--- src/hdl/lot_pkg.sv ---
// Shared types and constants for the LRU order tracker.
package lot_pkg;

    localparam int ID_W          = 8;
    localparam int ID_SPACE      = 1 << ID_W;
    localparam int CNT_W         = 9;
    localparam int MAX_IDS_DEF   = 256;
    localparam logic [CNT_W-1:0] CAPACITY_RESET = 9'd256;

    typedef enum logic [1:0] {
        OP_TOUCH  = 2'd0,
        OP_INSERT = 2'd1,
        OP_REMOVE = 2'd2,
        OP_POP    = 2'd3
    } op_t;

    typedef enum logic [1:0] {
        STS_OK          = 2'd0,
        STS_NOT_PRESENT = 2'd1,
        STS_EMPTY       = 2'd2,
        STS_ALREADY     = 2'd3
    } status_t;

    typedef enum logic [1:0] {
        STATE_IDLE,
        STATE_UNLINK,
        STATE_LINK,
        STATE_HOLD
    } state_t;

    // Commands from the controller to the datapath
    typedef struct packed {
        logic capture;
        logic unlink;
        logic link;
        logic load;
    } cmd_t;

    // Status from the datapath to the controller
    typedef struct packed {
        logic out_free;
    } sts_t;

endpackage

--- src/hdl/lot_ctrl.sv ---
// Sequencing controller for the LRU order tracker.
module lot_ctrl
(
    input  logic          clk,
    input  logic          rst_n,
    input  logic          in_valid,
    output logic          in_stall,
    input  lot_pkg::sts_t sts,
    output lot_pkg::cmd_t cmd
);

    lot_pkg::state_t state_reg;
    lot_pkg::state_t state_next;

    always_ff @(posedge clk or negedge rst_n)
    begin
        if (!rst_n)
        begin
            state_reg <= lot_pkg::STATE_IDLE;
        end
        else
        begin
            state_reg <= state_next;
        end
    end

    always_comb
    begin
        state_next = state_reg;
        case (state_reg)
            lot_pkg::STATE_IDLE:
            begin
                if (in_valid)
                begin
                    state_next = lot_pkg::STATE_UNLINK;
                end
            end
            lot_pkg::STATE_UNLINK:
            begin
                state_next = lot_pkg::STATE_LINK;
            end
            lot_pkg::STATE_LINK:
            begin
                state_next = sts.out_free ? lot_pkg::STATE_IDLE : lot_pkg::STATE_HOLD;
            end
            lot_pkg::STATE_HOLD:
            begin
                if (sts.out_free)
                begin
                    state_next = lot_pkg::STATE_IDLE;
                end
            end
            default:
            begin
                state_next = lot_pkg::STATE_IDLE;
            end
        endcase
    end

    always_comb
    begin
        cmd      = '0;
        in_stall = 1'b1;
        case (state_reg)
            lot_pkg::STATE_IDLE:
            begin
                in_stall    = 1'b0;
                cmd.capture = in_valid;
            end
            lot_pkg::STATE_UNLINK:
            begin
                cmd.unlink = 1'b1;
            end
            lot_pkg::STATE_LINK:
            begin
                cmd.link = 1'b1;
                cmd.load = sts.out_free;
            end
            lot_pkg::STATE_HOLD:
            begin
                cmd.load = sts.out_free;
            end
            default:
            begin
                in_stall = 1'b1;
            end
        endcase
    end

endmodule

--- config.mk ---
export PLATFORM = sky130hd
export DESIGN_NAME = lot_ctrl
export DESIGN_NICKNAME = d
export VERILOG_FILES = /design/src/hdl/lot_pkg.sv /design/src/hdl/lot_ctrl.sv
export SDC_FILE = /design/constraint.sdc
export NUM_CORES = 1
export LEC_CHECK = 0
export ABC_CLOCK_PERIOD_IN_PS = 990
export BUFFER_PORTS_ARGS = -buffer_cell sky130_fd_sc_hd__buf_2
export CORE_AREA = 2 2 39 41
export CTS_BUF_LIST = sky130_fd_sc_hd__clkbuf_4 sky130_fd_sc_hd__clkbuf_8
export DETAILED_ROUTE_END_ITERATION = 8
export DIE_AREA = 0 0 41 43
export HOLD_SLACK_MARGIN = 0.02
export SLEW_MARGIN = 20
export SYNTH_ARGS = -nofsm -noshare
export SYNTH_HDL_FRONTEND = slang
export SYNTH_SLANG_ARGS = --single-unit
export TNS_END_PERCENT = 50
--- constraint.sdc ---
create_clock -name clk -period 0.99 [get_ports clk]
set_input_delay 0.1485 -clock clk [delete_from_list [all_inputs] [get_ports clk]]
set_output_delay 0.1485 -clock clk [all_outputs]
set_load 0.1 [all_outputs]
; Word level (Yosys, flattened, before mapping)
; Index checks and enable logic that the tools add are counted.
[word_totals]
ff_bits = 2
in_bits = 4
output_inout_bits = 5
word_cells = 18
[classes]
n_eq_ne = 5
n_mux = 9
reduce_logical = 3
[op_table]
columns = operator, n
row1 = one-hot mux 2 bit (4 select lines), 1
row2 = two-way mux 2 bit, 3
row3 = two-way mux 1 bit, 5
row4 = equality test 2 bit (second input constant), 2
row5 = != test 2 bit (second input constant), 2
row6 = equality test 2 x 1 -> 1 bit (second input constant), 1
row7 = logical NOT 2 bit, 1
row8 = AND reduction 2 bit, 1
row9 = OR reduction 2 bit, 1

; Depth between registers and ports, before layout
; Gate-level depths: netlist of the first run.
[depth]
ltp_word = 3
ltp_mapped = 2
depth_no_buf = 2

; Worst setup path after synthesis of the first run
; OpenSTA, ideal clock, no wires.
[synth_path]
path_kind = register to output
startpoint = register state_reg[1]
endpoint = output cmd[1] in the netlist's numbering
arrival_ns = 1.759
t_required_ns = 0.841
setup_slack_ns = -0.917
path_stages_with_launch = 2
path_buffers = 0
path_cell_list = dfrtp_1 nor2b_1
[synth_rtl]
columns = item, line_no
row1 = from (decl), lot_ctrl.sv:12  ; lot_pkg::state_t state_reg;
row2 = from (signal assigned), lot_ctrl.sv:19  ; state_reg <= lot_pkg::STATE_IDLE;
row3 = from (signal assigned), lot_ctrl.sv:23  ; state_reg <= state_next;
row4 = to (decl), lot_ctrl.sv:9  ; output lot_pkg::cmd_t cmd

==> results of run 1 <==
==> worst max path at each step <==
stage,from,to,slack [ps],depth (start not counted)
detailed placement,state_reg[0],cmd[3],-50,2
floorplan,state_reg[0],state_reg[0],-510,2
global route,state_reg[0],cmd[3],-320,2
CTS,state_reg[1],cmd[3],-290,2
global placement,state_reg[1],cmd[3],-40,2
finish,state_reg[0],cmd[3],-270,2
==> synthesized netlist by cell type <==
cell	count	area, µm²
and2b_1	1	7.510
dfrtp_1	2	50.05
inv_1	2	7.510
a21o_1	1	7.510
nor2_1	2	7.510
and2_1	1	6.260
nor3b_2	1	12.51
nor2b_1	1	6.260
==> cell usage in the layout (no fill, tap or decap) <==
master	n
a21o_1	1
and2_1	1
and2b_1	1
buf_12	5
buf_2	3
buf_4	3
buf_6	1
clkbuf_4	3
dfrtp_2	2
dlygate4sd3_1	1
inv_1	2
nor2_1	2
nor2b_2	1
nor3b_4	1
==> area by class of cell <==
cell class | count | area [µm²] | area share [%]
Inverter | 2 | 7.507 | 2.362
Sequential cell | 2 | 52.55 | 16.54
Clock buffer | 3 | 22.52 | 7.087
Timing Repair Buffer | 13 | 158.9 | 50.00
Multi-Input combinational cell | 7 | 56.30 | 17.72
Tap cell | 16 | 20.02 | 6.299
==> metal layers <==
layer,global-route usage (%),vias to the layer above,part of all wire [%]
met3,1.571,0,2.6
li1,-,66,-
met1,3.871,53,33
met2,5.000,4,64
met4,10.00,0,0
met5,0,-,0
==> worst max-delay path: cells and delay by family (launching register included) <==
family	cells	cell delay (ps)
buffers and inverters	1	210
flip-flops	1	430
AND/OR/NAND/NOR	1	250
==> kinds of logic after synthesis <==
family,after synthesis
AO/OA/AOI/OAI,1
buffers and inverters,2
flip-flops,2
AND/OR/NAND/NOR,6
==> what timing repair did <==
action                                  in CTS  in global routing
setup buffers                                1                  0
hold buffers                                 1                  0
hold endpoints to repair                     2                  0
pin swaps                                    1                  1
resized for setup                            2                  1
endpoints found under the setup margin       5                  6
==> metrics by stage <==
step	setup WS (ps)	hold slack, ps	utilization, %	cells	cell area (µm²)
after floorplan	-505.2	-147.1	-	11	113.9
after global placement	-42.45	-66.18	19.62	38	271.5
after detailed placement	-49.63	-64.64	19.62	38	271.5
after CTS	-287.5	204.7	22.88	43	316.6
after global routing	-324.4	230.4	22.97	43	317.8
final	-267.8	207.0	22.97	43	317.8
==> out/qor.yml, run 1 <==
worst_hold_path:
  hold_path_startpoint: "sts"
  whs_path_depth: 3
  hold_path_class: "primary input to flop"
  min_to: "state_reg[0]"
grt:
  grt_pass1_vias: 135
  gr-usage-all-layers_pct: 4.623
  grt_max_degree: 7
  antenna_found_initial: 0
  grt_overflow_total: 0
  grt_pass1_wl_um: 441
setup_path:
  cp-start-kind: "flop"
  arrival_ps: 1110
  r2r_start: "state_reg[0]"
  critPathMaxStageDelay_ps: 430
  reg2reg_to: "state_reg[0]"
  r2r_cells: 4
  cp.required_ps: 840
  worst-r2r-setup-slack_ps: -50
  path_max_fanout: 4
  cp-end-kind: "output pin"
  crit_path_top_delay_cell: "dfrtp_2"
  path_cells: "nor3b_4, buf_12"
  crit_type: "flop to output pin"
route:
  vias: 123
  wirelength_um: 271
  drtIter0Drc: 0
  wl_per_cell_um: 6.302
  drtAntennaViolNets: 0
  drt-pass1-iter-count: 1
  avgViaCountPerCell: 2.860
  route.detailed.drc: 0
yosys:
  synth.yosys.seq_area_share_pct: 47.62
  syn-num-nets: 15
  synth_fa_ha_area_share_pct: 0
  synth-simple-area-share_pct: 38.10
  syn_area_per_cell_um2: 9.555
  synth_seq_cells: 2
  synth-xor-area-share_pct: 0
  synth_top_family_by_area: "simple AND/OR/NAND/NOR gates"
  synth_cell_types: 8
  syn-instance-count: 11
  synthMuxAreaShare_pct: 0
  synth-compound-area-share_pct: 7.143
  yosysWarnings: 0
  netlist_area_um2: 105.1
floorplanning:
  ios: 9
  die_width_um: 41
  die_h_um: 43
  core-area_mm2: 0.001384
  start_util_pct: 7.595
  die_area_mm2: 0.001763
  num_rows: 14
job:
  cap_viol_max_count: 0
timing:
  fmax_mhz: 795.0
  layout_min_cycle_time_ps: 1258
  relSlewSlack_pct: 86.06
  fin_skew_ps: 0.6015
  grt_setup_unrepaired: "true"
  worstMarginPinSlew_ps: 208.9
  setup_viol: 6
  hold_viol_final: 0
  slew_violations: 0
  worst_slack_ps: -267.8
  fin_tns_setup_ps: -1139
  fin_crit_sh_pct: 127.1
clock_tree:
  clk_path_buf_depth: 2
  cts_max_level: 1
  numCtsBuffers: 3
  root_buffer: "clkbuf_4"
  clkTransAtPathRegs_ps: 30
  clk_latency_ps: 220
  cts_tree: "yes"
  cts.sinks: 2
layout:
  area_growth_pct: 202.4
  n_fill_cell: 143
  diodes: 0
  largest_reg_flops: 2
  drive_gt1_share_pct: 70.37
  fin_nets: 33
place:
  place_congestion: 0.5105
  io_buffers: 8
outcome:
  violations: "negative setup slack"
  status: "finished, violations left"
Power of run 1 is left out: the tool's default activity adds up to more than one toggle a clock period on the data nets, which glitch-free logic cannot reach.
==> inputs of run 2 (changes only) <==
==> constraint.sdc (replaced) <==
create_clock -name clk -period 0.99 [get_ports clk]
set_input_delay 0.099 -clock clk [delete_from_list [all_inputs] [get_ports clk]]
set_output_delay 0.099 -clock clk [all_outputs]
set_load 0.1 [all_outputs]
==> run 2 against run 1 <==
  * The run still ends with negative setup slack left
  * First-iteration DRC count unchanged
  * Wire length up 7.0%
  * Core utilization down 0.27 points
  * Cell area down 1.2%
  * Worst setup slack better by 53 ps
  * Non-clock buffer count down 1
  * Count of clock-buffer cells in the layout unchanged
  * Maximum frequency up 4.4%
  * Critical endpoint unchanged
==> out/qor.yml, run 2 (synthesis gave the netlist of run 1 again) <==
outcome:
  status: "finished, violations left"  # unchanged
  violations: "negative setup slack"  # unchanged
setup_path:
  arrival_ps: 1110  # about the same
  cp-end-kind: "output pin"  # unchanged
  critPathLaunch: "state_reg[0]"  # unchanged
  worst-r2r-setup-slack_ps: -130  # was -50 ps
  path_max_fanout: 4  # unchanged
  crit_type: "flop to output pin"  # unchanged
  r2r_start: "state_reg[0]"  # unchanged
  cp.required_ps: 890  # was 840 ps
  cp-start-kind: "flop"  # unchanged
place:
  dp_slack_ps: -3.859  # was -49.63 ps
  io_buffers: 8  # unchanged
  placed_area_um2: 256.5  # was 271.5 µm²
  place_congestion: 0.5470  # was 0.5105
  dp_hpwl_um: 212
clock_tree:
  clk_latency_ps: 220  # about the same
  root_buffer: "clkbuf_4"  # unchanged
  cts_max_level: 1  # unchanged
  clkTransAtPathRegs_ps: 30  # about the same
  cts.sinks: 2  # unchanged
  clk_path_buf_depth: 2  # unchanged
  numCtsBuffers: 3  # unchanged
  cts_tree: "yes"  # unchanged
floorplanning:
  start_util_pct: 7.595  # unchanged
  die_width_um: 41  # unchanged
  core-area_mm2: 0.001384  # unchanged
  die_h_um: 43  # unchanged
  ios: 9  # unchanged
  die_area_mm2: 0.001763  # unchanged
  num_rows: 14  # unchanged
timing:
  slew_violations: 0  # unchanged
  hold_viol_final: 0  # unchanged
  fin_skew_ps: 1.208  # was 0.6015 ps
  setup_viol: 6  # unchanged
  fin_crit_sh_pct: 121.7  # was 127.1%
  timing.hold.ws_ps: 158.2  # was 207.0 ps
  fmax_mhz: 830.1  # was 795.0 MHz
  relSlewSlack_pct: 86.36  # was 86.06%
  grt_setup_unrepaired: "true"  # unchanged
  worst_slack_ps: -214.7  # was -267.8 ps
  worstMarginPinSlew_ps: 204.3  # was 208.9 ps
  layout_min_cycle_time_ps: 1205  # was 1258 ps
route:
  route.detailed.drc: 0  # unchanged
  drtIter0Drc: 0  # unchanged
  avgViaCountPerCell: 2.881  # was 2.860
  vias: 121  # was 123
  drt-pass1-iter-count: 1  # unchanged
  wirelength_um: 290  # was 271 µm
  wl_met3_um: 10  # was 7 µm
  wl_met1_um: 71  # was 90 µm
  drtAntennaViolNets: 0  # unchanged
  wl_met2_um: 208  # was 173 µm
  wl_per_cell_um: 6.905  # was 6.302 µm
  top_layer: "met3"  # unchanged
layout:
  area_growth_pct: 198.8  # was 202.4%
  fin_util_pct: 22.69  # was 22.97%
  fin_nets: 32  # was 33
  drive_gt1_share_pct: 69.23  # was 70.37%
  diodes: 0  # unchanged
  largest_reg_flops: 2  # unchanged
  final_common_cell: "buf_12"  # unchanged
  mostFrequentLayoutCells: "buf_12 (5), clkbuf_4 (3), buf_2 (3)"  # was buf_12 (5), clkbuf_4 (3), buf_2 (3), buf_4 (3)
  fin_area_um2: 314.1  # was 317.8 µm²
worst_hold_path:
  hold_path_startpoint: "sts"  # unchanged
  hold_path_class: "primary input to flop"  # unchanged
grt:
  grt_overflow_total: 0  # unchanged
  grt_max_degree: 7  # unchanged
  antenna_found_initial: 0  # unchanged
  grt_pass1_wl_um: 483  # was 441 µm
  gr-usage-all-layers_pct: 5.517  # was 4.623%
  grt_pass1_vias: 131  # was 135
job:
  cap_viol_max_count: 0  # unchanged
-- run 2: repair_timing --
| item | CTS | global route |
|---|---|---|
| hold endpoints to repair | 2 | 0 |
| pin swaps | 1 | 1 |
| buffers inserted | 1 | 1 |
| hold buffers | 1 | 0 |
| resized for setup | 2 | 2 |
| setup endpoints to repair | 5 | 6 |
-- run 2: area by class of cell --
cell class | instances | area [µm²]
Clock buffer | 3 | 22.52
Sequential cell | 2 | 52.55
Timing Repair Buffer | 12 | 155.1
Inverter | 2 | 7.507
Tap cell | 16 | 20.02
Multi-Input combinational cell | 7 | 56.30
Fill cell | 153 | 1070
-- run 2: worst paths after layout --
| check | to | cells after the start |
|---|---|---|
| max in group asynchronous | state_reg[0] | 2 |
| min in group asynchronous | state_reg[1] | 2 |
| setup reg to reg | state_reg[0] | 5 |
| setup / recovery | cmd[3] | 2 |
| hold reg to reg | state_reg[0] | 1 |
| hold / removal | state_reg[0] | 3 |
-- run 2: stage by stage --
stage               TNS [ps]  instances
global route           -1309         42
CTS                    -1028         41
finish                -977.3         42
detailed placement    -3.859         36
global placement           0         36
floorplan              -2555         11
-- run 2: worst max-delay path: stages, from the launching register on --
cell and delay (ps):
dfrtp_2 430, nor3b_4 250, buf_12 200
-- run 2: routing by layer --
layer / track usage [%] / up-vias
met4: 12.00 / 0
met1: 2.885 / 54
li1: - / 63
met5: 0 / -
met2: 6.875 / 4
met3: 3.141 / 0
Power of run 2 is left out for the same reason.
